## src/hw/rtl/msp_pkg.sv

```systemverilog
// Shared types and constants for the multiplexed servo pulse ramp block.
`timescale 1ns / 1ps

package msp_pkg;

	localparam int unsigned WIDTH_W  = 16;
	localparam int unsigned CHAN_W   = 3;
	localparam int unsigned PINS     = 8;
	localparam int unsigned CFG_IDX_W = 2;

	typedef logic [WIDTH_W-1:0]   width_t;
	typedef logic [CHAN_W-1:0]    chan_t;
	typedef logic [PINS-1:0]      pins_t;
	typedef logic [CFG_IDX_W-1:0] cfg_idx_t;

	typedef enum logic [CFG_IDX_W-1:0] {
		REG_SLOT_PERIOD   = 2'd0,
		REG_STEP_SIZE     = 2'd1,
		REG_RAMP_INTERVAL = 2'd2
	} cfg_reg_t;

	typedef enum logic {
		KIND_TICK       = 1'b0,
		KIND_SET_TARGET = 1'b1
	} kind_t;

	localparam width_t SLOT_PERIOD_RST   = 16'd5000;
	localparam width_t STEP_SIZE_RST     = 16'd10;
	localparam width_t RAMP_INTERVAL_RST = 16'd1000;

endpackage

```

## src/hw/rtl/msp_cmd_if.sv

```systemverilog
// Command channel: timer tick or set-target item.
`timescale 1ns / 1ps

interface msp_cmd_if;
	logic              valid;
	logic              ready;
	logic              kind;
	msp_pkg::chan_t    channel;
	msp_pkg::width_t   target_width;

	modport source (output valid, kind, channel, target_width, input ready);
	modport sink   (input valid, kind, channel, target_width, output ready);
endinterface

```

## src/hw/rtl/msp_rsp_if.sv

```systemverilog
// Result channel: pin levels, active channel and moving flag.
`timescale 1ns / 1ps

interface msp_rsp_if;
	logic            valid;
	logic            ready;
	msp_pkg::pins_t  pin_levels;
	msp_pkg::chan_t  active_channel;
	logic            moving;

	modport source (output valid, pin_levels, active_channel, moving, input ready);
	modport sink   (input valid, pin_levels, active_channel, moving, output ready);
endinterface

```

## src/hw/rtl/msp_cfg_if.sv

```systemverilog
// Configuration write channel.
`timescale 1ns / 1ps

interface msp_cfg_if;
	logic               valid;
	logic               ready;
	msp_pkg::cfg_idx_t  index;
	msp_pkg::width_t    data;

	modport source (output valid, index, data, input ready);
	modport sink   (input valid, index, data, output ready);
endinterface

```

## src/hw/rtl/multiplexed_servo_pulse_ramp_core.sv

```systemverilog
// Multiplexed servo pulse generator with concurrent width ramping.
// Latency: the result of an item is valid on the cycle after it is accepted.
// Throughput: one item per cycle; cmd.ready drops only while a result is held
//   in the output register and rsp.ready is low.
// Reset: arst_n clears all widths, targets, counters and the result valid flag
//   (the result data is not reset); configuration returns to 5000 / 10 / 1000.
`timescale 1ns / 1ps

module multiplexed_servo_pulse_ramp_core #(
	parameter int unsigned CHANNELS = 8
) (
	input  logic  clk,
	input  logic  arst_n,
	msp_cfg_if.sink    cfg,
	msp_cmd_if.sink    cmd,
	msp_rsp_if.source  rsp
);
	import msp_pkg::*;

	localparam int unsigned CH_W = (CHANNELS > 1) ? $clog2(CHANNELS) : 1;
	localparam logic [CH_W-1:0] LAST_CH = CH_W'(CHANNELS - 1);

	// configuration
	width_t slot_period_q, step_size_q, ramp_interval_q;

	// state
	logic [CH_W-1:0] cur_q;
	width_t          slot_cnt_q;
	logic            pulse_q;
	width_t          ramp_cnt_q;
	width_t          width_q  [CHANNELS];
	width_t          target_q [CHANNELS];

	// result register
	logic   rsp_valid_q;
	pins_t  pins_q;
	chan_t  active_q;
	logic   moving_q;

	// next state
	logic            cmd_fire, is_tick, do_ramp;
	width_t          period, interval, period_lim, eff;
	logic [WIDTH_W:0] slot_inc, ramp_inc;
	logic            pulse_t, pulse_d;
	logic [CH_W-1:0] cur_t, cur_d;
	width_t          slot_d, ramp_d;
	width_t          width_d  [CHANNELS];
	width_t          target_d [CHANNELS];
	logic [WIDTH_W:0] up_sum  [CHANNELS];
	width_t          up_w     [CHANNELS];
	width_t          dn_w     [CHANNELS];
	logic            moving_d;
	pins_t           pins_d;

	assign cfg.ready = 1'b1;
	assign cmd.ready = !rsp_valid_q || rsp.ready;
	assign cmd_fire  = cmd.valid && cmd.ready;
	assign is_tick   = (cmd.kind == KIND_TICK);

	always_ff @(posedge clk or negedge arst_n) begin
		if (!arst_n) begin
			slot_period_q   <= SLOT_PERIOD_RST;
			step_size_q     <= STEP_SIZE_RST;
			ramp_interval_q <= RAMP_INTERVAL_RST;
		end else if (cfg.valid) begin
			case (cfg_reg_t'(cfg.index))
				REG_SLOT_PERIOD:   slot_period_q   <= cfg.data;
				REG_STEP_SIZE:     step_size_q     <= cfg.data;
				REG_RAMP_INTERVAL: ramp_interval_q <= cfg.data;
				default: ;
			endcase
		end
	end

	// slot timing
	always_comb begin
		period     = (slot_period_q == '0) ? WIDTH_W'(1) : slot_period_q;
		interval   = (ramp_interval_q == '0) ? WIDTH_W'(1) : ramp_interval_q;
		period_lim = period - WIDTH_W'(1);
		eff        = (width_q[cur_q] > period_lim) ? period_lim : width_q[cur_q];

		pulse_t = pulse_q;
		cur_t   = cur_q;
		if (slot_cnt_q == '0)
			pulse_t = 1'b1;
		if (pulse_t && (slot_cnt_q >= eff)) begin
			pulse_t = 1'b0;
			cur_t   = (cur_q == LAST_CH) ? '0 : cur_q + 1'b1;
		end

		slot_inc = {1'b0, slot_cnt_q} + 1'b1;
		slot_d   = (slot_inc >= {1'b0, period}) ? '0 : slot_inc[WIDTH_W-1:0];
		ramp_inc = {1'b0, ramp_cnt_q} + 1'b1;
		do_ramp  = is_tick && (ramp_inc >= {1'b0, interval});
		ramp_d   = do_ramp ? '0 : ramp_inc[WIDTH_W-1:0];

		pulse_d = is_tick ? pulse_t : pulse_q;
		cur_d   = is_tick ? cur_t : cur_q;
	end

	// all channels ramp in parallel
	always_comb begin
		moving_d = 1'b0;
		for (int c = 0; c < CHANNELS; c++) begin
			up_sum[c]   = {1'b0, width_q[c]} + {1'b0, step_size_q};
			up_w[c]     = up_sum[c][WIDTH_W] ? '1 : up_sum[c][WIDTH_W-1:0];
			dn_w[c]     = (width_q[c] > step_size_q) ? width_q[c] - step_size_q : '0;
			width_d[c]  = width_q[c];
			target_d[c] = target_q[c];
			if (do_ramp) begin
				if (width_q[c] < target_q[c]) begin
					width_d[c] = up_w[c];
					if (up_w[c] >= target_q[c])
						target_d[c] = up_w[c];
				end else if (width_q[c] > target_q[c]) begin
					width_d[c] = dn_w[c];
					if (dn_w[c] <= target_q[c])
						target_d[c] = dn_w[c];
				end
			end
			if (!is_tick && (5'(cmd.channel) == 5'(c)))
				target_d[c] = cmd.target_width;
			if (width_d[c] != target_d[c])
				moving_d = 1'b1;
		end
		for (int i = 0; i < PINS; i++)
			pins_d[i] = pulse_d && (5'(cur_d) == 5'(i));
	end

	always_ff @(posedge clk or negedge arst_n) begin
		if (!arst_n) begin
			cur_q      <= '0;
			slot_cnt_q <= '0;
			pulse_q    <= 1'b0;
			ramp_cnt_q <= '0;
			for (int c = 0; c < CHANNELS; c++) begin
				width_q[c]  <= '0;
				target_q[c] <= '0;
			end
		end else if (cmd_fire) begin
			cur_q   <= cur_d;
			pulse_q <= pulse_d;
			if (is_tick) begin
				slot_cnt_q <= slot_d;
				ramp_cnt_q <= ramp_d;
			end
			for (int c = 0; c < CHANNELS; c++) begin
				width_q[c]  <= width_d[c];
				target_q[c] <= target_d[c];
			end
		end
	end

	always_ff @(posedge clk or negedge arst_n) begin
		if (!arst_n) begin
			rsp_valid_q <= 1'b0;
		end else if (cmd.ready) begin
			rsp_valid_q <= cmd.valid;
		end
	end

	always_ff @(posedge clk) begin
		if (cmd_fire) begin
			pins_q   <= pins_d;
			active_q <= CHAN_W'(cur_d);
			moving_q <= moving_d;
		end
	end

	assign rsp.valid          = rsp_valid_q;
	assign rsp.pin_levels     = pins_q;
	assign rsp.active_channel = active_q;
	assign rsp.moving         = moving_q;

endmodule

```

## src/flat_wrapper.sv

```systemverilog
// flat-port wrapper written by rule: the top's interface ports become plain ports
module multiplexed_servo_pulse_ramp_core_flat import msp_pkg::*;
#(
	parameter int unsigned CHANNELS = 8
)
  (clk, arst_n, cfg_valid, cfg_index, cfg_data, cfg_ready, cmd_valid, cmd_kind, cmd_channel, cmd_target_width, cmd_ready, rsp_valid, rsp_pin_levels, rsp_active_channel, rsp_moving, rsp_ready);
  msp_cfg_if cfg_i ();
  msp_cmd_if cmd_i ();
  msp_rsp_if rsp_i ();
  input  logic clk;
  input  logic arst_n;
  input wire logic [$bits(cfg_i.valid)-1:0] cfg_valid;
  input wire logic [$bits(cfg_i.index)-1:0] cfg_index;
  input wire logic [$bits(cfg_i.data)-1:0] cfg_data;
  output wire logic [$bits(cfg_i.ready)-1:0] cfg_ready;
  input wire logic [$bits(cmd_i.valid)-1:0] cmd_valid;
  input wire logic [$bits(cmd_i.kind)-1:0] cmd_kind;
  input wire logic [$bits(cmd_i.channel)-1:0] cmd_channel;
  input wire logic [$bits(cmd_i.target_width)-1:0] cmd_target_width;
  output wire logic [$bits(cmd_i.ready)-1:0] cmd_ready;
  output wire logic [$bits(rsp_i.valid)-1:0] rsp_valid;
  output wire logic [$bits(rsp_i.pin_levels)-1:0] rsp_pin_levels;
  output wire logic [$bits(rsp_i.active_channel)-1:0] rsp_active_channel;
  output wire logic [$bits(rsp_i.moving)-1:0] rsp_moving;
  input wire logic [$bits(rsp_i.ready)-1:0] rsp_ready;
  assign cfg_i.valid = cfg_valid;
  assign cfg_i.index = cfg_index;
  assign cfg_i.data = cfg_data;
  assign cfg_ready = cfg_i.ready;
  assign cmd_i.valid = cmd_valid;
  assign cmd_i.kind = cmd_kind;
  assign cmd_i.channel = cmd_channel;
  assign cmd_i.target_width = cmd_target_width;
  assign cmd_ready = cmd_i.ready;
  assign rsp_valid = rsp_i.valid;
  assign rsp_pin_levels = rsp_i.pin_levels;
  assign rsp_active_channel = rsp_i.active_channel;
  assign rsp_moving = rsp_i.moving;
  assign rsp_i.ready = rsp_ready;
  multiplexed_servo_pulse_ramp_core #(.CHANNELS(CHANNELS)) u_core (.clk(clk), .arst_n(arst_n), .cfg(cfg_i), .cmd(cmd_i), .rsp(rsp_i));
endmodule
```

## config.mk

```make
export PLATFORM = sky130hd
export DESIGN_NAME = multiplexed_servo_pulse_ramp_core_flat
export DESIGN_NICKNAME = d
export VERILOG_FILES = /design/src/hw/rtl/msp_pkg.sv /design/src/hw/rtl/msp_cmd_if.sv /design/src/hw/rtl/msp_rsp_if.sv /design/src/hw/rtl/msp_cfg_if.sv /design/src/hw/rtl/multiplexed_servo_pulse_ramp_core.sv /design/src/flat_wrapper.sv
export SDC_FILE = /design/constraint.sdc
export NUM_CORES = 2
export LEC_CHECK = 0
export ABC_AREA = 0
export BUFFER_PORTS_ARGS = -buffer_cell sky130_fd_sc_hd__buf_2
export CAP_MARGIN = 20
export CORE_MARGIN = 4
export CORE_UTILIZATION = 30
export CTS_CLUSTER_DIAMETER = 60
export CTS_CLUSTER_SIZE = 8
export DETAILED_ROUTE_END_ITERATION = 10
export HOLD_SLACK_MARGIN = 0.02
export PLACE_DENSITY = 0.42
export SYNTH_ARGS = -nofsm -noshare
export SYNTH_HDL_FRONTEND = slang
export SYNTH_SLANG_ARGS = --single-unit
```

## constraint.sdc

```tcl
create_clock -name clk -period 14.3 [get_ports clk]
set_clock_uncertainty 0.1 [all_clocks]
set_input_delay 2.86 -clock clk [delete_from_list [all_inputs] [get_ports clk]]
set_output_delay 2.86 -clock clk [all_outputs]
set_load 0.02 [all_outputs]
```

==> results.md <==
- Post-CTS repair changed the size of 0 cells.
- Post-CTS timing repair inserted 0 buffers for setup.
- The reg-to-reg setup timing slack is just over 5 ns.
- Summed over all layers, the routed wires come to roughly 260000 um.
- For this run, design rule violations remaining after detail routing come to 0.
- For this run, the total global-route usage over all layers was measured as 0.3002.
- Among all stages on the critical path, the largest delay is contributed by o21ai_2.
- The cell area that synthesis handed to floorplanning was between 0.04 and 0.05 mm^2.
- The site row count is between 100 and 150.
- The layout overhead on the synthesized area is 11.01%.
- The H-tree depth reported by CTS is 3.
- Along the worst hold path, the cell count comes to 2.
- The number of hold buffers added after CTS was 0.
- The number of buffers created by CTS is 80.
- The portion of total power attributed to sequential cells is 0.149.
- The switching part of the total is 0.5507.
- The via density per instance is around 6.
- The final hold violation count was 0.
- After filler insertion, the fill cell instance count of the layout stands at approximately 17000.
- The startpoint identified for the worst hold timing path is u_core.target_q[87].
- The pin count of the biggest net entering global routing is 100.
- The floorplan die height is about 410 um.
- The post-route setup TNS is 0 ns.
- Of all nets on the critical path, the largest fanout is 17.
- The pre-antenna-repair detailed-routing pass consisted of 8 iterations.
- The setup path with the least slack is of type reg2reg.
- The dominant cell type by count on the critical path is nand4_1.
- For the worst setup path, the data arrival time is 9.52 ns.
- The startpoint identified for the worst register-to-register timing path is u_core.step_size_q[9].
- TritonCTS built the clock tree.
- For this run, the top clock speed supported by timing is 108.7 MHz.
- For the worst-skew pair, the clock arrives at the later sink with an insertion delay of 0.72 ns.
- After clock tree synthesis, the clock-pin slew on the worst setup and hold paths is ~0.050 ns.
- The initial utilization of the core area, before any placement, comes to 0.3016.
- The count of pins over their slew limit is 0.
- The endpoint with the worst hold slack is u_core.target_q[87].
- During I/O placement, the number of pins put on the boundary was 58.
- In this design, the stage delay of the slowest critical-path cell is between 0.7 and 0.8 ns.
- The routability congestion estimate is ~0.99.
- The net count after synthesis is between 6000 and 7000.
- Measured against its own limit, the worst slew margin works out to 0.2117.
- The number of input and output port buffers inserted is between 50 and 60.
- The number of flops mapped to enable cells by yosys is 12.
- In this run the horizontal extent of the chip is 406.8 um.
- The synthesized design contains between 300 and 400 register bits.
- The nature of the critical path endpoint is a register.
- For the pin with the worst max-slew slack, the measured transition is between 1 and 1.5 ns.
- The leakage component of the power is ~0.023 uW.
- In this run the critical register-to-register path is captured at u_core.rsp.moving.
- The sort of element at the start of the critical path is a register.
- The setup slack of the critical path after layout is 5.096 ns.
- The tightest min-delay check is of the reg2reg type.
- The number of design-rule violations left by the first detailed-router iteration is roughly 5000.
- The predominant post-synthesis flop cell is dfrtp_1.
- The power density of the placed cells is approximately 210 mW/mm^2.
- The first global-routing pass estimated between 300000 and 400000 um of wire.
- The number of different library cells in the post-synthesis netlist is roughly 130.
- The final net count is 6823.
- The standard cell core area is ~0.16 mm^2.
- In this run the remaining antenna-violating nets after routing total 0.
- Setup violations remaining at the end of the flow were counted as 0.
- The design internal power is between 5000 and 6000 uW.
- The final critical path time including I/O delays and setup is around 9.2 ns.
- The worst setup slack after placement is roughly 5.4 ns.
- The maximum buffer depth of the clock tree is 3.
- The share of layout cells above drive strength 1 is 0.08611.
- The run finished with clean final reports.
- The cell count after synthesis is ~6100.
- The HPWL after detailed placement is roughly 200000 um.
- The floorplan step defined a die boundary enclosing between 0.15 and 0.2 mm^2.
- Clock tree synthesis selected as its root buffer the cell clkbuf_16.
- After synthesis, the mean cell area works out to ~7.8 um^2.
- The share of the Yosys chip area taken by registers is 0.1867.
- The logic gate share of total power is 0.672.
- The part of the total power dissipated in the clock network is 0.179.
- Yosys printed 0 warnings.
- The max-cap violation count is 0.
- Detailed routing inserted a total of 49832 vias.
- The detail-routed net length per standard cell is approximately 31 um.
- Of the available clock period, the critical path in the final layout requires 0.6436.
- The worst register-to-register path has a depth of 26.
- After global routing the overflow that remains totals 0.
- The number of antenna violations at the first check in global routing was 28.
- The worst-case IR drop observed on VDD is 0.0001268 V.
- The required time reported for the critical path endpoint is 14.61 ns.
- The net switching power is between 6000 and 7000 uW.
- The via count of the first global-routing pass is roughly 47000.
- The CTS sink count is 353.
- In the synthesized netlist the async set-or-reset flop fraction comes to 0.9660.
- Setup repair after global routing left no endpoint under its margin.
[power by group through the flow]
stage | clock (uW) | combinational (uW) | sequential (uW)
2_1_floorplan | 0 | 4940 | 1450
3_3_place_gp | 0 | 7460 | 1690
3_5_place_dp | 0 | 7430 | 1680
4_1_cts | 2090 | 7470 | 1670
5_1_grt | 2120 | 8240 | 1700
6_report | 2040 | 7650 | 1690
[cell families (layout without fill, tap and decap cells)]
family	Yosys count	in the layout	synth area share
compound gates	1970	1970	0.2725
simple gates	1955	1955	0.1972
fa+ha+maj	726	726	0.1929
buf+inv	699	696	0.06060
flops	353	353	0.1867
xor+xnor	305	305	0.05599
mux	114	114	0.03396
other cells	1	19	0.00007859
[sequential cells by signal (all words and copies together), names as in the netlist]
register,cells
u_core.target_q,128
u_core.width_q,128
u_core.ramp_cnt_q,16
u_core.ramp_interval_q,16
u_core.slot_cnt_q,16
u_core.slot_period_q,16
u_core.step_size_q,16
u_core.rsp.pin_levels,8
u_core.cur_q,3
u_core.rsp.active_channel,3
u_core.pulse_q,1
u_core.rsp.moving,1
u_core.rsp.valid,1
[cells in the mapped netlist, types with 59 or more instances]
library cell | instances | area share
a211oi_1 | 78 | 0.012
a21oi_1 | 468 | 0.049
buf_2 | 68 | 0.0071
clkbuf_1 | 196 | 0.015
dfrtp_1 | 328 | 0.17
ha_1 | 710 | 0.19
inv_1 | 377 | 0.030
mux2_2 | 63 | 0.015
nand2_1 | 687 | 0.054
nand2b_1 | 72 | 0.0094
nand3_1 | 132 | 0.014
nand4_1 | 122 | 0.016
nor2_1 | 420 | 0.033
nor2b_1 | 71 | 0.0093
nor3_1 | 146 | 0.015
o21a_1 | 59 | 0.0093
o21ai_0 | 475 | 0.050
o22ai_1 | 141 | 0.018
xnor2_1 | 208 | 0.038
xor2_1 | 97 | 0.018
[final cells by class]
class / instances / area (um^2) / share of cell area
Antenna cell: 18 / 45.04 / 0.0008504
Clock buffer: 98 / 2162 / 0.04082
Clock inverter: 50 / 690.7 / 0.01304
Inverter: 379 / 1428 / 0.02695
Multi-Input combinational cell: 5071 / 35980 / 0.6792
Sequential cell: 353 / 8912 / 0.1683
Tap cell: 2072 / 2592 / 0.04895
Timing Repair Buffer: 169 / 1160 / 0.02190
[metal layers]
metal | global-route usage | vias up | share of wire
li1 | - | 22554 | -
met1 | 0.3976 | 24463 | 0.43
met2 | 0.4664 | 2289 | 0.44
met3 | 0.05416 | 518 | 0.076
met4 | 0.1543 | 8 | 0.060
met5 | 0 | - | 0.00019
[layout by cell type (no fill, tap or decap), types with 71 or more instances in the layout]
cell type	netlist	routed
a211oi_1	78	78
a21oi_1	468	466
buf_4	9	107
clkbuf_16	0	82
dfrtp_1	328	326
ha_1	710	710
inv_1	377	376
nand2_1	687	686
nand2b_1	72	72
nand3_1	132	132
nand4_1	122	122
nor2_1	420	419
nor2b_1	71	71
nor3_1	146	144
o21ai_0	475	474
o22ai_1	141	141
xnor2_1	208	207
xor2_1	97	97
[worst max path at each step]
stage | start | to | slack (ns) | depth (start not counted)
floorplan | u_core.step_size_q[1] | u_core.rsp.moving | 7.21 | 27
global placement | u_core.step_size_q[9] | u_core.rsp.moving | 5.32 | 25
detailed placement | u_core.step_size_q[9] | u_core.rsp.moving | 5.36 | 25
CTS | u_core.step_size_q[9] | u_core.rsp.moving | 5.34 | 25
global route | u_core.step_size_q[1] | u_core.rsp.moving | 4.82 | 27
finish | u_core.step_size_q[9] | u_core.rsp.moving | 5.10 | 26
[stage by stage]
step	util	instances	cell area, um^2	total power [uW]	hold slack, ns
finish	0.3348	8210	52970	11370	0.3796
global placement	0.3162	8038	50030	9149	0.3628
floorplan	-	6123	47710	6384	0.3498
global route	0.3345	8193	52920	12060	0.3996
CTS	0.3343	8187	52880	11230	0.3827
detailed placement	0.3163	8039	50030	9116	0.3713
[critical path: cells and delay by family, from the launching register on]
kind / cells / cell delay [ns]
AOI/OAI and AO/OA: 10 / 3.85
adders and majority gates: 2 / 0.72
buffers and inverters: 4 / 1.22
DFF: 1 / 0.37
muxes: 1 / 0.38
and+or+nand+nor: 9 / 2.27
Note: power is estimated with default switching activity, not from simulation.
